### src/hw/rtl/brle_pkg.sv
// shared types and constants of the bit run length encoder
package brle_pkg;

  localparam int unsigned ByteBits = 8;
  localparam int unsigned CountW   = 7;
  localparam int unsigned RemW     = 4;

  localparam logic [CountW-1:0] MaxRun   = 7'd127;
  localparam logic [RemW-1:0]   FullByte = 4'd8;

  // command codes carried in the slave tuser
  localparam logic CmdEncode = 1'b0;
  localparam logic CmdFinish = 1'b1;

  // one emitted code
  typedef struct packed {
    logic              run_bit;
    logic [CountW-1:0] run_length;
    logic              last_of_item;
    logic              end_of_stream;
  } brle_result_t;

  // outcome of one step of the encoder
  typedef struct packed {
    logic                emit;
    logic                done;
    brle_result_t        result;
    logic                started;
    logic                cur_bit;
    logic [CountW-1:0]   run_count;
    logic [ByteBits-1:0] bits;
    logic [RemW-1:0]     rem;
  } brle_step_t;

endpackage

### src/hw/rtl/brle_step.sv
// one step of the encoder: consumes held bits up to a run boundary or the run cap
module brle_step
  import brle_pkg::*;
(
  input  logic                cmd_i,
  input  logic [ByteBits-1:0] bits_i,
  input  logic [RemW-1:0]     rem_i,
  input  logic                started_i,
  input  logic                cur_bit_i,
  input  logic [CountW-1:0]   run_count_i,
  output brle_step_t          step_o
);

  logic              eff_cur;
  logic [CountW-1:0] eff_cnt;
  logic [RemW-1:0]   lead;
  logic              still;
  logic [CountW-1:0] room;
  logic [RemW-1:0]   take;
  logic [CountW-1:0] sum;
  logic [RemW-1:0]   left;
  logic [ByteBits-1:0] shifted;
  logic              all_eq;

  assign eff_cur = started_i ? cur_bit_i : bits_i[ByteBits-1];
  assign eff_cnt = started_i ? run_count_i : '0;

  // leading bits equal to the run value, among the bits still held
  always_comb begin
    lead  = '0;
    still = 1'b1;
    for (int i = 0; i < ByteBits; i++) begin
      if (still && (RemW'(i) < rem_i) && (bits_i[ByteBits-1-i] == eff_cur)) begin
        lead = lead + 1'b1;
      end else begin
        still = 1'b0;
      end
    end
  end

  assign room    = MaxRun - eff_cnt;
  assign take    = ({3'b000, lead} < room) ? lead : room[RemW-1:0];
  assign sum     = eff_cnt + {3'b000, take};
  assign left    = rem_i - take;
  assign shifted = bits_i << take;

  // the bits after the boundary all match: no further run ends in this byte
  always_comb begin
    all_eq = 1'b1;
    for (int i = 0; i < ByteBits; i++) begin
      if ((RemW'(i) < left) && (shifted[ByteBits-1-i] != shifted[ByteBits-1])) begin
        all_eq = 1'b0;
      end
    end
  end

  always_comb begin
    step_o = '0;
    step_o.bits = bits_i;
    step_o.rem  = rem_i;
    if (cmd_i == CmdFinish) begin
      step_o.emit                 = started_i;
      step_o.done                 = 1'b1;
      step_o.result.run_bit       = cur_bit_i;
      step_o.result.run_length    = run_count_i;
      step_o.result.last_of_item  = 1'b1;
      step_o.result.end_of_stream = 1'b1;
    end else if (take == rem_i) begin
      // whole remainder joins the pending run
      step_o.done      = 1'b1;
      step_o.started   = 1'b1;
      step_o.cur_bit   = eff_cur;
      step_o.run_count = sum;
    end else begin
      step_o.emit                = 1'b1;
      step_o.result.run_bit      = eff_cur;
      step_o.result.run_length   = sum;
      step_o.result.last_of_item = all_eq;
      step_o.started             = 1'b1;
      step_o.cur_bit             = shifted[ByteBits-1];
      if (all_eq) begin
        step_o.done      = 1'b1;
        step_o.run_count = {3'b000, left};
      end else begin
        step_o.run_count = '0;
        step_o.bits      = shifted;
        step_o.rem       = left;
      end
    end
  end

endmodule

### src/hw/rtl/brle_out_reg.sv
// output register holding one code until the downstream transfer
module brle_out_reg
  import brle_pkg::*;
(
  input  logic         clk_i,
  input  logic         rst_ni,
  input  logic         load_i,
  input  brle_result_t result_i,
  input  logic         ready_i,
  output logic         free_o,
  output logic         valid_o,
  output brle_result_t result_o
);

  logic         valid_q, valid_d;
  brle_result_t result_q;

  assign free_o  = !valid_q || ready_i;
  assign valid_d = load_i ? 1'b1 : (ready_i ? 1'b0 : valid_q);

  always_ff @(posedge clk_i or negedge rst_ni) begin
    if (!rst_ni) begin
      valid_q <= 1'b0;
    end else begin
      valid_q <= valid_d;
    end
  end

  always_ff @(posedge clk_i) begin
    if (load_i) begin
      result_q <= result_i;
    end
  end

  assign valid_o  = valid_q;
  assign result_o = result_q;

endmodule

### src/hw/rtl/bit_run_length_encoder.sv
// top level of the bit run length encoder
//
// channel   dir  tdata                                  tuser          tlast
// s_axis    in   [7:0] data_byte                        command        -
// m_axis    out  [0] run_bit [7:1] run_length           end_of_stream  last_of_item
//                [15:8] code_byte
//
// one step per cycle from the input register into the output register, unless
// a step that emits finds the output register full; each step delivers at most
// one code, and the single output register holds one code per transfer
// the next byte is taken in the cycle the current one finishes
// reset (rst_ni low, asynchronous) empties both registers and clears the run
// a stalled master side holds the code and stalls any step that would emit a code
module bit_run_length_encoder
  import brle_pkg::*;
(
  input  logic        clk_i,
  input  logic        rst_ni,
  // slave side, tdata: [7:0] data_byte; tuser: [0] command
  input  logic        s_axis_tvalid_i,
  output logic        s_axis_tready_o,
  input  logic [7:0]  s_axis_tdata_i,
  input  logic        s_axis_tuser_i,
  // master side, tdata: [0] run_bit, [7:1] run_length, [15:8] code_byte
  // tuser: [0] end_of_stream; tlast: last_of_item
  output logic        m_axis_tvalid_o,
  input  logic        m_axis_tready_i,
  output logic [15:0] m_axis_tdata_o,
  output logic        m_axis_tuser_o,
  output logic        m_axis_tlast_o
);

  // input register: item in progress and the bits of it not yet consumed
  logic                in_valid_q, in_valid_d;
  logic                cmd_q;
  logic [ByteBits-1:0] bits_q;
  logic [RemW-1:0]     rem_q;

  // pending run
  logic              started_q;
  logic              cur_bit_q;
  logic [CountW-1:0] run_count_q;

  brle_step_t   step;
  brle_result_t out_result;
  logic         out_free;
  logic         step_en;
  logic         item_done;
  logic         s_accept;

  brle_step u_step (
    .cmd_i       (cmd_q),
    .bits_i      (bits_q),
    .rem_i       (rem_q),
    .started_i   (started_q),
    .cur_bit_i   (cur_bit_q),
    .run_count_i (run_count_q),
    .step_o      (step)
  );

  // a step that emits needs room in the output register
  assign step_en   = in_valid_q && (out_free || !step.emit);
  assign item_done = step_en && step.done;

  assign s_axis_tready_o = !in_valid_q || item_done;
  assign s_accept        = s_axis_tvalid_i && s_axis_tready_o;
  assign in_valid_d      = s_accept ? 1'b1 : (item_done ? 1'b0 : in_valid_q);

  always_ff @(posedge clk_i or negedge rst_ni) begin
    if (!rst_ni) begin
      in_valid_q  <= 1'b0;
      rem_q       <= '0;
      started_q   <= 1'b0;
      cur_bit_q   <= 1'b0;
      run_count_q <= '0;
    end else begin
      in_valid_q <= in_valid_d;
      if (s_accept) begin
        rem_q <= FullByte;
      end else if (step_en) begin
        rem_q <= step.rem;
      end
      if (step_en) begin
        started_q   <= step.started;
        cur_bit_q   <= step.cur_bit;
        run_count_q <= step.run_count;
      end
    end
  end

  // byte payload, no reset needed
  always_ff @(posedge clk_i) begin
    if (s_accept) begin
      cmd_q  <= s_axis_tuser_i;
      bits_q <= s_axis_tdata_i;
    end else if (step_en) begin
      bits_q <= step.bits;
    end
  end

  brle_out_reg u_out_reg (
    .clk_i    (clk_i),
    .rst_ni   (rst_ni),
    .load_i   (step_en && step.emit),
    .result_i (step.result),
    .ready_i  (m_axis_tready_i),
    .free_o   (out_free),
    .valid_o  (m_axis_tvalid_o),
    .result_o (out_result)
  );

  // code byte is the run bit over the length
  assign m_axis_tdata_o = {out_result.run_bit, out_result.run_length,
                           out_result.run_length, out_result.run_bit};
  assign m_axis_tuser_o = out_result.end_of_stream;
  assign m_axis_tlast_o = out_result.last_of_item;

  // no emitted run is empty
  assert property (@(posedge clk_i) disable iff (!rst_ni)
    m_axis_tvalid_o |-> (m_axis_tdata_o[7:1] != '0))
    else $error("empty run emitted");

  // an end of stream code closes its item
  assert property (@(posedge clk_i) disable iff (!rst_ni)
    (m_axis_tvalid_o && m_axis_tuser_o) |-> m_axis_tlast_o)
    else $error("end of stream without last");

  // with no run pending the run state sits at its idle values
  assert property (@(posedge clk_i) disable iff (!rst_ni)
    !started_q |-> ((run_count_q == '0) && !cur_bit_q))
    else $error("idle run state not clear");

  // an encode item in progress still holds bits
  assert property (@(posedge clk_i) disable iff (!rst_ni)
    (in_valid_q && (cmd_q == CmdEncode)) |-> ((rem_q != '0) && (rem_q <= FullByte)))
    else $error("bit count out of range");

  // after a finish the run is cleared
  assert property (@(posedge clk_i) disable iff (!rst_ni)
    (item_done && (cmd_q == CmdFinish)) |=> !started_q)
    else $error("finish left a run pending");

endmodule
### config.mk
export PLATFORM = sky130hd
export DESIGN_NAME = bit_run_length_encoder
export DESIGN_NICKNAME = d
export VERILOG_FILES = /design/src/hw/rtl/brle_pkg.sv /design/src/hw/rtl/brle_step.sv /design/src/hw/rtl/brle_out_reg.sv /design/src/hw/rtl/bit_run_length_encoder.sv
export SDC_FILE = /design/constraint.sdc
export NUM_CORES = 1
export LEC_CHECK = 0
export ABC_AREA = 1
export BUFFER_PORTS_ARGS = -buffer_cell sky130_fd_sc_hd__buf_4
export CORE_AREA = 2 2 96 98
export DETAILED_ROUTE_END_ITERATION = 6
export DIE_AREA = 0 0 98 100
export PLACE_DENSITY_LB_ADDON = 0.25
export SETUP_SLACK_MARGIN = 0.3
export SLEW_MARGIN = 20
export SYNTH_ARGS = -nofsm -noshare
export SYNTH_HDL_FRONTEND = slang
export SYNTH_SLANG_ARGS = --single-unit
### constraint.sdc
create_clock -name clk_i -period 9.5 [get_ports clk_i]
set_clock_uncertainty 0.2 [all_clocks]
set_input_delay 0.95 -clock clk_i [delete_from_list [all_inputs] [get_ports clk_i]]
set_output_delay 0.95 -clock clk_i [all_outputs]
set_load 0.005 [all_outputs]
# Word level (Yosys, flattened, before mapping)
# Index checks and enable logic that the tools add are counted.
# W data, S select, Z words.
# word_totals
register_bits	34
latch_bits	0
ram_bits	0
romBits	0
wordCells	138
mem_count	0
# classes
n_addsub	10
multipliers	0
n_div	0
order_cmp	16
eq_ne	19
shifts	1
mux	44
bitwise_logic	0
n_reduce_logical	36
# ops
operator	n
$mux W4	11
$lt A3 B4 Y1 const A	8
$add A4 B1 Y4 const B	7
$logic_and A1 B1 Y1	26
$mux W1	24
$mux W12	2
$mux W8	3
$mux W21	1
$lt A2 B4 Y1 const A	4
$lt A1 B4 Y1 const A	3
$mux W11	1
$mux W9	1
$eq A1 B1 Y1	8
$shl A8 B4 Y8	1
$add A7 B4 Y7	1
$lt A4 B7 Y1	1
$mux W7	1
$ne A1 B1 Y1	7
$sub A7 B7 Y7 const A	1
$reduce_bool A2 Y1	3
$eq A4 B4 Y1	1
$ne A2 B2 Y1 const B	2
$reduce_and A4 Y1	1
$sub A4 B4 Y4	1
3 further kinds	7

# Depth between registers and ports, before layout
# logic_depth
word_depth	48
depth_mapped	63
mapped_depth_nobuf	61

# Hierarchy
# A second synthesis with hierarchy kept.
# hier_totals
hier_cells	538
area_unflattened_um2	3657.3
# modules_own_cells
mod	instances	cells_each	area_each_um2	seq_area_each_um2
brle_step	1	405	2243.4	0.0
bit_run_length_encoder	1	118	1068.5	620.6
brle_out_reg	1	15	345.3	325.3

# Worst setup path after synthesis
# Ideal clock, no wire load.
# synth_timing
kind	register -> output
start	register started_q
end	output port s_axis_tready_o
arrival_time_ns	5.955
required_ns	8.350
slack_ns	2.395
stages_incl_launch_ff	53
path_buffers	2
cell_sequence	dfrtp_1 -> buf_4 -> nand2_2 -> nand2_4 -> nand2_1 -> o21ai_0 -> nor3_1 -> ha_1 -> inv_1 -> a21oi_1 -> nand2_2 -> nand2_1 -> nand2_1 -> inv_1 -> ha_1 -> inv_1 -> nand2_1 -> nand2_1 -> (+17 left out) -> nand2_1 -> o21ai_2 -> ha_1 -> nand4_1 -> nand2_1 -> inv_1 -> nand2_1 -> nand2_1 -> and2_4 -> nand2_1 -> nor2_1 -> nor2_1 -> nor2_2 -> nand2_4 -> nand2_2 -> nand2_2 -> nand2_4 -> buf_6
# synth_between
elab_chain_cells	42
# synth_lines
item	line	source
start: declaration	bit_run_length_encoder.sv:40	logic started_q;
start signal: assignment	bit_run_length_encoder.sv:84	started_q <= step.started;
parallel branches: the longest is 39 deep, another holds $add A4 B1 Y4	--	
$mux W11 *	brle_step.sv:61	if (cmd_i == CmdFinish) begin
$logic_and A1 B1 Y1 *	bit_run_length_encoder.sv:63	assign item_done = step_en && step.done;
$logic_or A1 B1 Y1 *	bit_run_length_encoder.sv:65	assign s_axis_tready_o = !in_valid_q || item_done;
end: declaration	bit_run_length_encoder.sv:21	output logic s_axis_tready_o,
# Every way passes the cells marked *.

# Worst setup path in the final report
# Ends and elaborated chain as after synthesis.

==> tab_implementation.tex <==
\begin{tabular}{lr}
\hline
Metric & Value \\
\hline
\multicolumn{2}{l}{\textbf{Place}} \\
Hpwl dp & around 7 mm \\
Worst slack at placement & 1.54 ns \\
Input/output buffers & 32 \\
Placed Cells incl. Taps & 631 \\
Weighted congestion reported at the end of routability-driven placement & 0.950 \\
\multicolumn{2}{l}{\textbf{Setup path}} \\
Worst Setup Start Kind & register \\
Endpoint of the worst-slack reg-to-reg timing path & bits\_q[3] \\
Crit path max-delay cell type & sky130\_fd\_sc\_hd\_\_dfrtp\_1 \\
Biggest cell delay along the critical path & 0.55 ns \\
Dominant cell type by count on the critical path & sky130\_fd\_sc\_hd\_\_nand2\_1 \\
Family with the most delay on the worst path & simple AND/OR/NAND/NOR gates \\
Critical path fanouts, max & 11 \\
Worst endpoint required time & roughly 8.4 ns \\
WP buf/inv & 9 \\
Category of the worst setup path capture point & primary output \\
Critical path arrival & 7.18 ns \\
Worst flop-to-flop path startpoint & started\_q \\
Startpoint-to-endpoint class of the critical path & register to primary output \\
FF-to-FF setup slack & 1.75 ns \\
Cell count of the worst reg-to-reg path & 52 \\
\multicolumn{2}{l}{\textbf{Floorplanning}} \\
Core Box Area & 8890 um2 \\
Overall die width & 98 um \\
Area enclosed by the die boundary & 9800 um2 \\
Number of I/O pins & 33 \\
Placement Rows & 35 \\
DIE HEIGHT & 100 um \\
Initial Utilization & 38.4\% \\
\multicolumn{2}{l}{\textbf{Logic synthesis}} \\
Count of synthesis-stage warnings from yosys & 0 \\
Synth area leaders & sky130\_fd\_sc\_hd\_\_nand2\_1 (18\%), sky130\_fd\_sc\_hd\_\_edfxtp\_1 (17\%), sky130\_fd\_sc\_hd\_\_dfrtp\_1 (11\%), sky130\_fd\_sc\_hd\_\_nand3\_1 (7.8\%), sky130\_fd\_sc\_hd\_\_inv\_1 (6.2\%) \\
Sequential cell area fraction in the yosys report & 27.7\% \\
Area of the mapped netlist & 3410 um2 \\
Number of synthesized register bits & 34 \\
Fraction of post-synthesis cell area in the top cell type by area & between 15 and 20\% \\
Ys async rst share & 44.1\% \\
Dominant cell type by area after synthesis & sky130\_fd\_sc\_hd\_\_nand2\_1 \\
Commonest cells in the synthesized netlist & sky130\_fd\_sc\_hd\_\_nand2\_1 (168), sky130\_fd\_sc\_hd\_\_inv\_1 (56), sky130\_fd\_sc\_hd\_\_nand3\_1 (53) \\
Synthesized instance count & 504 \\
Most numerous cell in the Yosys netlist & sky130\_fd\_sc\_hd\_\_nand2\_1 \\
Distinct cell type count of the synthesized netlist & 45 \\
Net count after synthesis & 533 \\
Syn Area/Cell & roughly 6.8 um2 \\
Most used DFF post-synth & sky130\_fd\_sc\_hd\_\_edfxtp\_1 \\
Number of enable flip-flop cells after synthesis & 19 \\
\multicolumn{2}{l}{\textbf{CTS}} \\
Number of CTS-inserted buffers & 5 \\
Count of hold-fix buffers inserted at cts & 0 \\
Clock latency on the worst-skew pair & 0.30 ns \\
Setup Buffers After CTS & 0 \\
CTS tree & yes \\
Clock slew seen by the registers of the worst setup and hold paths & approximately 0.080 ns \\
Number of gates given a new drive strength after cts & 0 \\
\# clock sinks & 34 \\
Clock tree buffer depth & 2 \\
Cell chosen for the clock root & sky130\_fd\_sc\_hd\_\_clkbuf\_8 \\
H-tree level count & 2 \\
\multicolumn{2}{l}{\textbf{Detailed routing}} \\
Count of TritonRoute iterations in the first routing pass & 4 \\
Routed wirelength normalized by instance count & around 13 um \\
Total via count in the routed design & approximately 3200 \\
Wire length after detailed routing & 8.29 mm \\
Number of design rule violations left after detail routing & 0 \\
Post-detailed-route count of antenna-violating nets & 0 \\
Ratio of routed vias to standard cells & around 5.0 \\
Violation count after the first detailed-route iteration & 202 \\
\multicolumn{2}{l}{\textbf{Global routing}} \\
Number of global-route vias before repair & 3028 \\
Total global-route track usage & 17.4\% \\
Maximum number of pins on one net before global-route repair & 17 \\
Antenna violations before repair & 0 \\
Global-route wire length before repair & 13.9 mm \\
Global-route congestion overflow total & 0 \\
\multicolumn{2}{l}{\textbf{Timing}} \\
Final worst setup slack & 1.17 ns \\
Setup TNS & 0 ns \\
Unrepaired setup endpoints after global routing & no \\
Final worst-path cycle share & between 80\% and 90\% \\
Worst slew margin relative to its limit & 60.2\% \\
Final setup violating endpoints & 0 \\
Total count of max-transition violations in the final report & 0 \\
Worst-case hold slack & a little under 0.3 ns \\
Post-layout min period & 8.33 ns \\
Count of final hold-check violations & 0 \\
Highest clock rate & 120 MHz \\
Worst-Margin Slew & 0.597 ns \\
\multicolumn{2}{l}{\textbf{Layout}} \\
ANT cells & 0 \\
Count of nets after finishing & 556 \\
Fraction of layout instances using a drive strength above 1 & a little under a fifth \\
Number of fill cells & 937 \\
Layout Area Growth over Synthesis & 11.0\% \\
Number of standard cells in the final layout excluding fillers & roughly 640 \\
\multicolumn{2}{l}{\textbf{Flow run}} \\
Max cap viols & 0 \\
\multicolumn{2}{l}{\textbf{Status}} \\
Result of the run & finished clean \\
\multicolumn{2}{l}{\textbf{Worst hold path}} \\
Kind of path behind the tightest hold check & input pin to async pin \\
\hline
\end{tabular}
-- worst max-delay path by stage --
stage               from         endpoint  slack [ns]  depth (start not counted)
2_1_floorplan  started_q  s_axis_tready_o        2.39                         52
3_3_place_gp   started_q  s_axis_tready_o        1.72                         50
3_5_place_dp   started_q  s_axis_tready_o        1.54                         50
4_1_cts        started_q  s_axis_tready_o        1.19                         50
5_1_grt        started_q  s_axis_tready_o        0.38                         52
6_report       started_q  s_axis_tready_o        1.17                         51
-- cell families after synthesis --
family	synth area share [%]
buf+inv	11.6
xor+xnor	1.80
simple gates	43.9
compound gates	8.91
flops	27.7
fa+ha+maj	6.09
-- stage by stage --
stage,cell area [um2],util [%]
floorplan,3410,-
CTS,3790,42.6
global route,3790,42.6
detailed placement,3670,41.3
global placement,3670,41.3
finish,3790,42.6
-- state kept, by name, summed over array words and instances (netlist names) --
signal	flops
u_out_reg.valid_o	1
rem_q	4
cur_bit_q	1
started_q	1
bits_q	8
u_out_reg.result_o	10
cmd_q	1
run_count_q	7
in_valid_q	1
-- area by class of cell --
| cell class | instances | area [um2] | share of cell area, % |
|---|---|---|---|
| tap | 111 | 139 | 3.67 |
| clock buffer | 5 | 68.8 | 1.82 |
| timing repair buffer | 32 | 240 | 6.35 |
| sequential | 34 | 946 | 25.0 |
| clock inverter | 3 | 45.0 | 1.19 |
| inverter | 72 | 278 | 7.34 |
| multi-input combinational | 382 | 2070 | 54.7 |
-- layout by cell type, fill, tap and decap left out, types with 12 or more instances in the layout --
cell type,n
sky130_fd_sc_hd__ha_1,15
sky130_fd_sc_hd__nand2_4,12
sky130_fd_sc_hd__inv_2,12
sky130_fd_sc_hd__nand2_2,16
sky130_fd_sc_hd__buf_4,32
sky130_fd_sc_hd__nand3_1,53
sky130_fd_sc_hd__nor2_1,27
sky130_fd_sc_hd__inv_1,56
sky130_fd_sc_hd__dfrtp_1,15
sky130_fd_sc_hd__o21ai_0,15
sky130_fd_sc_hd__edfxtp_1,19
sky130_fd_sc_hd__nand2_1,168
-- metal layers --
| metal | GRT usage [%] | routed length (um) | up-vias |
|---|---|---|---|
| li1 | - | - | 1668 |
| met1 | 21.5 | 3640 | 1435 |
| met2 | 31.0 | 4110 | 90 |
| met3 | 2.51 | 393 | 13 |
| met4 | 6.41 | 147 | 0 |
| met5 | 0 | 0 | - |
Power is not shown: default switching activity piles up to over one toggle a cycle in this logic, so the estimate is an artifact.
